$ cat src/hw/rtl/ftar_pkg.sv
package ftar_pkg;

    localparam int MAX_WIDTH    = 1024;
    localparam int HEIGHT_BITS  = 16;
    localparam int ADDR_BITS    = 10;
    localparam int COL_BITS     = 11;
    localparam int STEP_BITS    = 16;
    localparam int FRAC_SQ      = 31 - HEIGHT_BITS;
    localparam int DIFF_BITS    = 16;
    localparam int SQ_BITS      = 33;
    localparam int RAD_BITS     = 64;
    localparam int ROOT_BITS    = 32;
    localparam int REM_BITS     = 34;
    localparam int XY_BITS      = 46;
    localparam int NORM_EXP     = 40;
    localparam int Z_BITS       = 23;
    localparam int ANGLE_BITS   = 15;
    localparam int CORDIC_STEPS = 20;
    localparam int SQRT_STEPS   = 32;
    localparam int CNT_BITS     = 5;

    localparam logic [COL_BITS-1:0]   ROW_WIDTH_RESET = 11'd1024;
    localparam logic [STEP_BITS-1:0]  GRID_STEP_RESET = 16'd1;
    localparam logic [COL_BITS-1:0]   MIN_ROW_WIDTH   = 11'd2;
    localparam logic [COL_BITS-1:0]   MAX_ROW_WIDTH   = 11'd1024;
    localparam logic [Z_BITS-1:0]     Z_CLAMP_HI      = 23'd1647104;
    localparam logic [ANGLE_BITS-1:0] PI_Q13          = 15'd25736;

    // Register index, taken from address bit 2
    localparam logic REG_ROW_WIDTH = 1'b0;
    localparam logic REG_GRID_STEP = 1'b1;

    typedef struct packed {
        logic signed [HEIGHT_BITS-1:0] height;
        logic                          frame_start;
    } ftar_in_t;

    typedef struct packed {
        logic [ANGLE_BITS-1:0] angle;
        logic                  second_facet;
    } ftar_out_t;

    typedef struct packed {
        logic                capture;
        logic                load;
        logic                sq_a;
        logic                sq_b;
        logic                sqrt_init;
        logic                sqrt_step;
        logic                norm_init;
        logic                norm_step;
        logic                cordic_step;
        logic                facet;
        logic [CNT_BITS-1:0] step;
    } ftar_cmd_t;

    typedef struct packed {
        logic cell_ok;
        logic norm_done;
    } ftar_stat_t;

    // round(atan(2^-i) * 2^20)
    function automatic logic [19:0] atan_q20(input logic [CNT_BITS-1:0] i);
        logic [19:0] v;
        case (i)
            5'd0:    v = 20'd823550;
            5'd1:    v = 20'd486170;
            5'd2:    v = 20'd256879;
            5'd3:    v = 20'd130396;
            5'd4:    v = 20'd65451;
            5'd5:    v = 20'd32757;
            5'd6:    v = 20'd16383;
            5'd7:    v = 20'd8192;
            5'd8:    v = 20'd4096;
            5'd9:    v = 20'd2048;
            5'd10:   v = 20'd1024;
            5'd11:   v = 20'd512;
            5'd12:   v = 20'd256;
            5'd13:   v = 20'd128;
            5'd14:   v = 20'd64;
            5'd15:   v = 20'd32;
            5'd16:   v = 20'd16;
            5'd17:   v = 20'd8;
            5'd18:   v = 20'd4;
            5'd19:   v = 20'd2;
            default: v = 20'd0;
        endcase
        return v;
    endfunction

endpackage

$ cat src/hw/rtl/ftar_ctrl.sv
module ftar_ctrl (
    input  logic               aclk,
    input  logic               aresetn,
    input  logic               s_valid,
    output logic               s_ready,
    input  logic               out_free,
    output logic               emit,
    output ftar_pkg::ftar_cmd_t cmd,
    input  ftar_pkg::ftar_stat_t stat
);

    typedef enum logic [3:0] {
        ST_IDLE, ST_LOAD, ST_SQA, ST_SQB, ST_SQINIT, ST_SQRT,
        ST_NINIT, ST_NORM, ST_CORD, ST_EMIT
    } state_t;

    state_t                        state_reg, state_next;
    logic [ftar_pkg::CNT_BITS-1:0] cnt_reg, cnt_next;
    logic                          facet_reg, facet_next;

    always_comb begin
        state_next = state_reg;
        cnt_next   = cnt_reg;
        facet_next = facet_reg;
        cmd        = '0;
        cmd.facet  = facet_reg;
        cmd.step   = cnt_reg;
        s_ready    = 1'b0;
        emit       = 1'b0;
        case (state_reg)
            ST_IDLE: begin
                s_ready = 1'b1;
                if (s_valid) begin
                    cmd.capture = 1'b1;
                    state_next  = ST_LOAD;
                end
            end
            ST_LOAD: begin
                cmd.load   = 1'b1;
                facet_next = 1'b0;
                state_next = stat.cell_ok ? ST_SQA : ST_IDLE;
            end
            ST_SQA: begin
                cmd.sq_a   = 1'b1;
                state_next = ST_SQB;
            end
            ST_SQB: begin
                cmd.sq_b   = 1'b1;
                state_next = ST_SQINIT;
            end
            ST_SQINIT: begin
                cmd.sqrt_init = 1'b1;
                cnt_next      = '0;
                state_next    = ST_SQRT;
            end
            ST_SQRT: begin
                cmd.sqrt_step = 1'b1;
                cnt_next      = cnt_reg + 1'b1;
                if (cnt_reg == ftar_pkg::CNT_BITS'(ftar_pkg::SQRT_STEPS - 1)) begin
                    state_next = ST_NINIT;
                end
            end
            ST_NINIT: begin
                cmd.norm_init = 1'b1;
                state_next    = ST_NORM;
            end
            ST_NORM: begin
                cnt_next = '0;
                if (stat.norm_done) begin
                    state_next = ST_CORD;
                end else begin
                    cmd.norm_step = 1'b1;
                end
            end
            ST_CORD: begin
                cmd.cordic_step = 1'b1;
                cnt_next        = cnt_reg + 1'b1;
                if (cnt_reg == ftar_pkg::CNT_BITS'(ftar_pkg::CORDIC_STEPS - 1)) begin
                    state_next = ST_EMIT;
                end
            end
            ST_EMIT: begin
                if (out_free) begin
                    emit = 1'b1;
                    if (facet_reg) begin
                        state_next = ST_IDLE;
                    end else begin
                        facet_next = 1'b1;
                        state_next = ST_SQA;
                    end
                end
            end
            default: state_next = ST_IDLE;
        endcase
    end

    always_ff @(posedge aclk) begin
        if (!aresetn) begin
            state_reg <= ST_IDLE;
            cnt_reg   <= '0;
            facet_reg <= 1'b0;
        end else begin
            state_reg <= state_next;
            cnt_reg   <= cnt_next;
            facet_reg <= facet_next;
        end
    end

`ifndef ASSERT_OFF
    a_emit_free: assert property (@(posedge aclk) disable iff (!aresetn)
        emit |-> out_free) else $error("result emitted into a full output slot");
    a_no_cell: assert property (@(posedge aclk) disable iff (!aresetn)
        (state_reg == ST_LOAD && !stat.cell_ok) |=> state_reg == ST_IDLE)
        else $error("edge sample did not return to idle");
    a_last_emit: assert property (@(posedge aclk) disable iff (!aresetn)
        (emit && facet_reg) |=> (state_reg == ST_IDLE && s_ready))
        else $error("second facet did not end the cell");
    a_cord_cnt: assert property (@(posedge aclk) disable iff (!aresetn)
        state_reg == ST_CORD |-> cnt_reg < ftar_pkg::CNT_BITS'(ftar_pkg::CORDIC_STEPS))
        else $error("cordic step count overrun");
`endif

endmodule

$ cat config.mk
export PLATFORM = sky130hd
export DESIGN_NAME = ftar_ctrl
export DESIGN_NICKNAME = d
export VERILOG_FILES = /design/src/hw/rtl/ftar_pkg.sv /design/src/hw/rtl/ftar_ctrl.sv
export SDC_FILE = /design/constraint.sdc
export NUM_CORES = 1
export LEC_CHECK = 0
export BUFFER_PORTS_ARGS = -buffer_cell sky130_fd_sc_hd__buf_2
export CAP_MARGIN = 20
export CORE_MARGIN = 2
export CORE_UTILIZATION = 47
export DETAILED_ROUTE_END_ITERATION = 10
export GPL_TIMING_DRIVEN = 0
export PLACE_DENSITY = 0.76
export SETUP_SLACK_MARGIN = 0.3
export SLEW_MARGIN = 30
export SYNTH_ARGS = -nofsm -noshare
export SYNTH_HDL_FRONTEND = slang
export SYNTH_SLANG_ARGS = --single-unit
export TNS_END_PERCENT = 10
$ cat constraint.sdc
create_clock -name aclk -period 1.9 [get_ports aclk]
set_input_delay 0.19 -clock aclk [delete_from_list [all_inputs] [get_ports aclk]]
set_output_delay 0.19 -clock aclk [all_outputs]
set_load 0.02 [all_outputs]
* After elaboration in Yosys (flattened, before gate mapping)
Cells that the tools add are included.
Cells by class: reductions and logical operators 7, equality and inequality tests 16, mux-type cells 25, add/subtract/negate cells 1
Operator list (count):
- $pmux W4 S10 | 1
- $mux W4 | 5
- $eq A4 B3 Y1 const B | 4
- $mux W1 | 15
- $eq A5 B5 Y1 const B | 2
- $ne A2 B2 Y1 const B | 5
- $pmux W5 S2 | 1
- $eq A4 B2 Y1 const B | 2
- $eq A4 B4 Y1 const B | 2
- $add A5 B1 Y5 const B | 1
- $reduce_and A5 Y1 | 1
- $eq A4 B1 Y1 const B | 1
- $logic_not A4 Y1 | 1
- $mux W2 | 2
- $reduce_bool A2 Y1 | 2
- $reduce_or A2 Y1 | 2
- $pmux W1 S2 | 1
- $reduce_and A2 Y1 | 1
Word-level totals: word-level logic and storage cells 52, input bits 6, register bits after elaboration 10, output and inout port bits 17

* Depth between registers and ports, before layout
Gate-level depths: netlist of run 1.
depth in word-level cells 3, gate-level depth with buffers 7, gate-level depth less buffers 7

* Worst setup path after synthesis of run 1
OpenSTA, ideal clock, no wires.
path type flip-flop to output port, start reg state_reg[2], end out cmd[14] (netlist name), stages on the path, launching flop included 4, arrival time 1669 ps, path slack 41 ps, path buffers 1, cells stage by stage dfxtp_1 -> clkbuf_1 -> nor4_1 -> and2_1
RTL lines:
- from (decl) | RTL line ftar_ctrl.sv:17 | state_t state_reg, state_next;
- from (signal assigned) | RTL line ftar_ctrl.sv:103 | state_reg <= state_next;
- to (decl) | RTL line ftar_ctrl.sv:8 | output ftar_pkg::ftar_cmd_t cmd,

* Worst setup path after layout of run 1
start reg cnt_reg[0] (netlist name), end reg state_reg[1]
On the way: longest elaborated chain between the ends 3
Ends and longest elaborated chain:
- from (decl) | RTL line ftar_ctrl.sv:18 | logic [ftar_pkg::CNT_BITS-1:0] cnt_reg, cnt_next;
- from (signal assigned) | RTL line ftar_ctrl.sv:104 | cnt_reg <= cnt_next;
- $eq A5 B5 Y1 (on tied branches) | RTL line ftar_ctrl.sv:78, ftar_ctrl.sv:59
- $ne A2 B2 Y1 (no source line)
- $reduce_and A5 Y1 (no source line) (*)
Mark *: on every way between the ends. The rest lies on a longest branch, timed or not. A chain may end at the register's enable or synchronous reset.

==> out/results.ini, run 1 <==
[grt]
gr-total-overflow=0
grt_start_max_net_pins=11
grt_pass1_wl_um=2898
track_usage_pct=21.26
grt_pass1_vias=628
antenna_found_initial=0

[routing]
drt_iter0_drc=8
drt_first_pass_iters=4
post-route-drc-count=0
via_per_inst=5.618
post_drt_wl_per_cell_um=14.37
ant_nets=0
vias=691
routed_wl_um=1767

[critical_path]
worst-path-buf-inv=0
path_cells=ha_4 -> and3_4 -> ha_4 -> nor2b_4 -> a2111oi_4 -> a221oi_4 -> o221a_1
start_kind=register
critical_path_required_ns=2.05
reg2reg_slack_ns=0.19
cp-end-kind=register
arrival_ns=1.86
crit_slowest_cell=dfxtp_4
timing.rr.end=state_reg[1]$_SDFFE_PN0P_
path_common_cell=ha_4
crit_fanout=3
worstRegToRegCells=7
critPathKind=reg -> reg
cp_top_family=compound AO/OA/AOI/OAI gates
slowest_delay_ns=0.36
reg2reg_from=cnt_reg[0]$_SDFFE_PN0P_

[sta]
max_slew_margin_pct=57.22
setup_tns_ns=0
setup_viol=0
slew_violations=0
hold_violations=0
worstMarginPinSlew_ns=0.6349
fin_skew_ns=0.0006425
rsz0062_at_grt=true
fmax_mhz=583.8
fin_crit_sh_pct=90.16
fin_crit_ns=1.713
finalWorstSetupSlack_ns=0.1871

[clock_network]
htreeDepth=1
cts_sinks=10
clkTransAtPathRegs_ns=0.08
cts-buffers-inserted=3
clk-insertion-delay-late_ns=0.26
root_buffer=clkbuf_4
cts_tree=built
clockBufferDepth=2

[hold_path]
hp-class=in -> reg
hold_path_end=state_reg[1]$_SDFFE_PN0P_
hold_depth=2
hp-start=aresetn

[synth]
synth_enable_flop_cells=0
synthTopCellsByCount=dfxtp_1, nand2_1, o21ai_0, nor2_1
syn-instance-count=80
synth_top_area_cell=dfxtp_1
synth_area_leaders=dfxtp_1, mux2i_1, o21ai_0
synth_top_cell_area_share_pct=29.74
netlist_area_um2=673.1
ys_ff_latch=10
syn_nets=88
ys_seq_area_share_pct=29.74
yosysUniqueCellTypes=35
yosysMostFrequentCell=dfxtp_1
yosysWarningCount=0
syn_avg_cell_area_um2=8.414
synthFlopType=dfxtp_1
async_flop_share_pct=0

[floorplanning]
die-area_um2=1751
die_h_um=41.85
io_pins=23
chipWidth_um=41.85
initial_core_util_pct=51.09
coreArea_um2=1318
rows=13

[job]
drv_cap=0

[final_layout]
final.fill_count=108
antenna-diode-count=0
drive_gt1_share_pct=45.37
area_delta_synth_final_pct=42.56
layout.nets=117
largest_reg_flops=5

[power]
peakVddDrop_mv=0.4762
power_per_cell_area_nw_per_um2=601.4
power.leakage_nw=0.4095

[status]
status=complete, no violations

[place]
port_buffers=22
dpl.hpwl_um=1330
dp_slack_ns=0.1017
gp_congestion=0.7567

## what timing repair did
action,4_1_cts,5_1_grt
buffers inserted,2,0
pin swaps,3,0
hold buffers,0,0
setup endpoints to repair,17,17
resized for setup,7,8
## cell type report
| class | count | area (um2) | share of cell area, % |
|---|---|---|---|
| multi-input cells | 62 | 529.3 | 55.15 |
| flip-flops and latches | 10 | 209.0 | 21.77 |
| repair buffers | 24 | 125.1 | 13.04 |
| plain buffers | 6 | 43.79 | 4.563 |
| clock buffers | 3 | 22.52 | 2.347 |
| well taps | 15 | 18.77 | 1.956 |
| inverters | 2 | 7.507 | 0.7823 |
| clock inverters | 1 | 3.754 | 0.3911 |
## cells by family after synthesis
kind of cell / Yosys count / share of synthesized area [%]
simple gates: 39 / 35.88
compound gates: 17 / 18.59
flops: 10 / 29.74
buf+inv: 8 / 6.320
mux: 3 / 4.461
fa+ha+maj: 2 / 3.717
xor+xnor: 1 / 1.301
## where the power goes
group / internal, W / total (W) / switching [W]
sequential: 0.000217 / 0.000228 / 0.0000107
clock: 0.0000757 / 0.000157 / 0.0000816
combinational: 0.0000832 / 0.000192 / 0.000109
total: 0.000376 / 0.000577 / 0.000201
## layer usage
layer  global-route usage, %  part of all wire (%)  routed length [um]
met1                   29.87                    47                 832
met2                   33.13                    48                 847
met3                   3.913                   4.1                  72
met4                   5.806                  0.79                  14
met5                       0                     0                   0
## worst max-delay path by stage
stage | startpoint | to | cells after the start
floorplan | cnt_reg[1]$_SDFFE_PN0P_ | state_reg[1]$_SDFFE_PN0P_ | 7
global placement | cnt_reg[0]$_SDFFE_PN0P_ | state_reg[1]$_SDFFE_PN0P_ | 7
detailed placement | cnt_reg[0]$_SDFFE_PN0P_ | state_reg[1]$_SDFFE_PN0P_ | 7
CTS | cnt_reg[0]$_SDFFE_PN0P_ | state_reg[1]$_SDFFE_PN0P_ | 7
global route | cnt_reg[1]$_SDFFE_PN0P_ | state_reg[1]$_SDFFE_PN0P_ | 7
finish | cnt_reg[0]$_SDFFE_PN0P_ | state_reg[1]$_SDFFE_PN0P_ | 7
## layout by cell type, fill, tap and decap left out, types with 3 or more instances in the layout
| cell type | instances |
|---|---|
| a21oi_1 | 4 |
| buf_2 | 23 |
| buf_4 | 5 |
| clkbuf_4 | 3 |
| dfxtp_1 | 7 |
| mux2i_1 | 3 |
| nand2_1 | 7 |
| nor2_1 | 5 |
| nor3_1 | 3 |
| nor3b_1 | 4 |
| o21ai_0 | 6 |
| or3_1 | 3 |
## metrics by stage
step / total power, W / hold slack [ns] / cells / utilization, % / instance area (um2)
2_1_floorplan: 0.0003555 / 0.3319 / 80 / - / 742.0
3_3_place_gp: 0.0003983 / 0.4969 / 117 / 66.10 / 870.8
3_5_place_dp: 0.0004038 / 0.5079 / 117 / 66.10 / 870.8
4_1_cts: 0.0005627 / 0.2625 / 123 / 71.04 / 935.9
5_1_grt: 0.0005996 / 0.2599 / 123 / 72.84 / 959.7
6_report: 0.0005772 / 0.2562 / 123 / 72.84 / 959.7
(Power assumes the default switching activity.)
==> run 2: changes to the inputs <==
RECOVER_POWER = 50   (was default)
==> run 2 against run 1 <==
- maximum frequency is 1.6% lower
- register-to-register slack worse by 0.03 ns
- count of clock-buffer cells in the layout unchanged
- critical path depth is 2 lower
- non-clock buffer count stayed put
- die area did not move
- clock skew rose by 0.0032 ns
- critical endpoint unchanged
- highest routed layer unchanged
==> out/results.ini, run 2 (synthesis gave the netlist of run 1 again) <==
[sta]
whs_ns=0.2616
worstMarginPinSlew_ns=0.6507
fin_crit_ns=1.742
setup_tns_ns=0
max_slew_margin_pct=56.16
fin_skew_ns=0.003837
hold_violations=0
fmax_mhz=574.2
rsz0062_at_grt=true
finalWorstSetupSlack_ns=0.1583
setup_viol=0
fin_crit_sh_pct=91.67
slew_violations=0

[final_layout]
layout_commonest_cell=buf_2
layout_common_cells=buf_2, clkbuf_1, nand2_1, dfxtp_1, o21ai_0
drive_gt1_share_pct=37.96
layout.nets=117
antenna-diode-count=0
largest_reg_flops=5
area_delta_synth_final_pct=39.41

[clock_network]
hold_buffers=0
root_buffer=clkbuf_4
clkTransAtPathRegs_ns=0.08
htreeDepth=1
clk-insertion-delay-late_ns=0.26
cts_sinks=10
cts-buffers-inserted=3
clockBufferDepth=2
cts_tree=built

[place]
dpl.hpwl_um=1330
gp_congestion=0.7567
port_buffers=22
dp_slack_ns=0.1017

[power]
power_per_cell_area_nw_per_um2=608.9
clockPowerShare_pct=27.7
p_sw_share_pct=35.26
intPower_w=0.0003699
peakVddDrop_mv=0.5153
power.leakage_nw=0.3733
seqPwrFrac_pct=39.9
pwr-share-comb_pct=32.3
switchingPower_w=0.0002015

[job]
drv_cap=0

[routing]
vias=684
drt_first_pass_iters=4
ant_nets=0
drt_iter0_drc=11
post-route-drc-count=0
via_per_inst=5.561
post_drt_wl_per_cell_um=14.47
routed_wl_um=1780

[critical_path]
slowest_delay_ns=0.48
reg2reg_from=cnt_reg[1]$_SDFFE_PN0P_
arrival_ns=1.94
critPathKind=reg -> reg
path_cells=ha_4 -> inv_1 -> or4b_4 -> a221oi_2 -> o221a_1
startpoint=cnt_reg[1]$_SDFFE_PN0P_
crit_fanout=3
crit_slowest_cell=or4b_4
cp_top_family=compound AO/OA/AOI/OAI gates
cp-end-kind=register
critical_path_required_ns=2.10
start_kind=register
worst-path-buf-inv=1

[grt]
antenna_found_initial=0
track_usage_pct=21.26
grt_pass1_vias=628
gr-total-overflow=0
grt_pass1_wl_um=2898
grt_start_max_net_pins=11

[status]
status=complete, no violations

[floorplanning]
rows=13
chipWidth_um=41.85
coreArea_um2=1318
initial_core_util_pct=51.09
io_pins=23
die_h_um=41.85
die-area_um2=1751

[hold_path]
hp-start=aresetn
hp-class=in -> reg

==> run 2: cell types whose count changed in the layout (fill, tap and decap cells not counted) <==
cell      previous run  this run
clkbuf_1             0         8
buf_2               23        14
a221oi_2             0         1
clkbuf_2             1         2
a221oi_4             1         0
==> run 2: per-stage QoR <==
stage               utilization (%)  instances   power, W  cell area [um2]
floorplan                         -         80  0.0003555            742.0
global placement              66.10        117  0.0003983            870.8
detailed placement            66.10        117  0.0004038            870.8
CTS                           71.04        123  0.0005627            935.9
global route                  71.23        123  0.0005916            938.4
finish                        71.23        123  0.0005714            938.4
==> run 2: path summary, 6_finish.rpt <==
kind / to / slack [ns] / depth (start not counted)
setup / recovery: state_reg[1]$_SDFFE_PN0P_ / 0.16 / 5
hold / removal: state_reg[1]$_SDFFE_PN0P_ / 0.26 / 2
setup reg to reg: state_reg[1]$_SDFFE_PN0P_ / 0.16 / 5
hold reg to reg: cnt_reg[3]$_SDFFE_PN0P_ / 0.53 / 2
==> run 2: what timing repair did <==
| action | in CTS | in global routing |
|---|---|---|
| resized for setup | 7 | 8 |
| setup endpoints to repair | 17 | 17 |
| pin swaps | 3 | 0 |
| buffers inserted | 2 | 0 |
==> run 2: power by group through the flow <==
stage | registers, W | clock network, W | logic (W)
final | 0.000228 | 0.000158 | 0.000185
after floorplan | 0.000232 | 0 | 0.000124
after detailed placement | 0.000233 | 0 | 0.000171
after CTS | 0.000228 | 0.000155 | 0.000180
after global placement | 0.000233 | 0 | 0.000166
after global routing | 0.000229 | 0.000164 | 0.000199
==> run 2: cell type report <==
| class | instances | area, um2 |
|---|---|---|
| well taps | 15 | 18.77 |
| repair buffers | 24 | 115.1 |
| inverters | 2 | 7.507 |
| multi-input cells | 62 | 518.0 |
| clock buffers | 3 | 22.52 |
| fillers | 115 | 379.1 |
| clock inverters | 1 | 3.754 |
| plain buffers | 6 | 43.79 |
| flip-flops and latches | 10 | 209.0 |
==> run 2: worst register-to-register path: stages, from the launching register on <==
cell and delay [ns]:
dfxtp_4 0.37, ha_4 0.13, inv_1 0.05, or4b_4 0.48, a221oi_2 0.39, o221a_1 0.26
==> run 2: per-layer routing <==
metal	wire [um]	GRT usage [%]	vias up	share of wire (%)
met5	0	0	-	0
met4	14	5.806	0	0.79
met3	65	3.913	2	3.7
met2	842	33.13	14	47
met1	858	29.87	318	48
li1	-	-	350	-
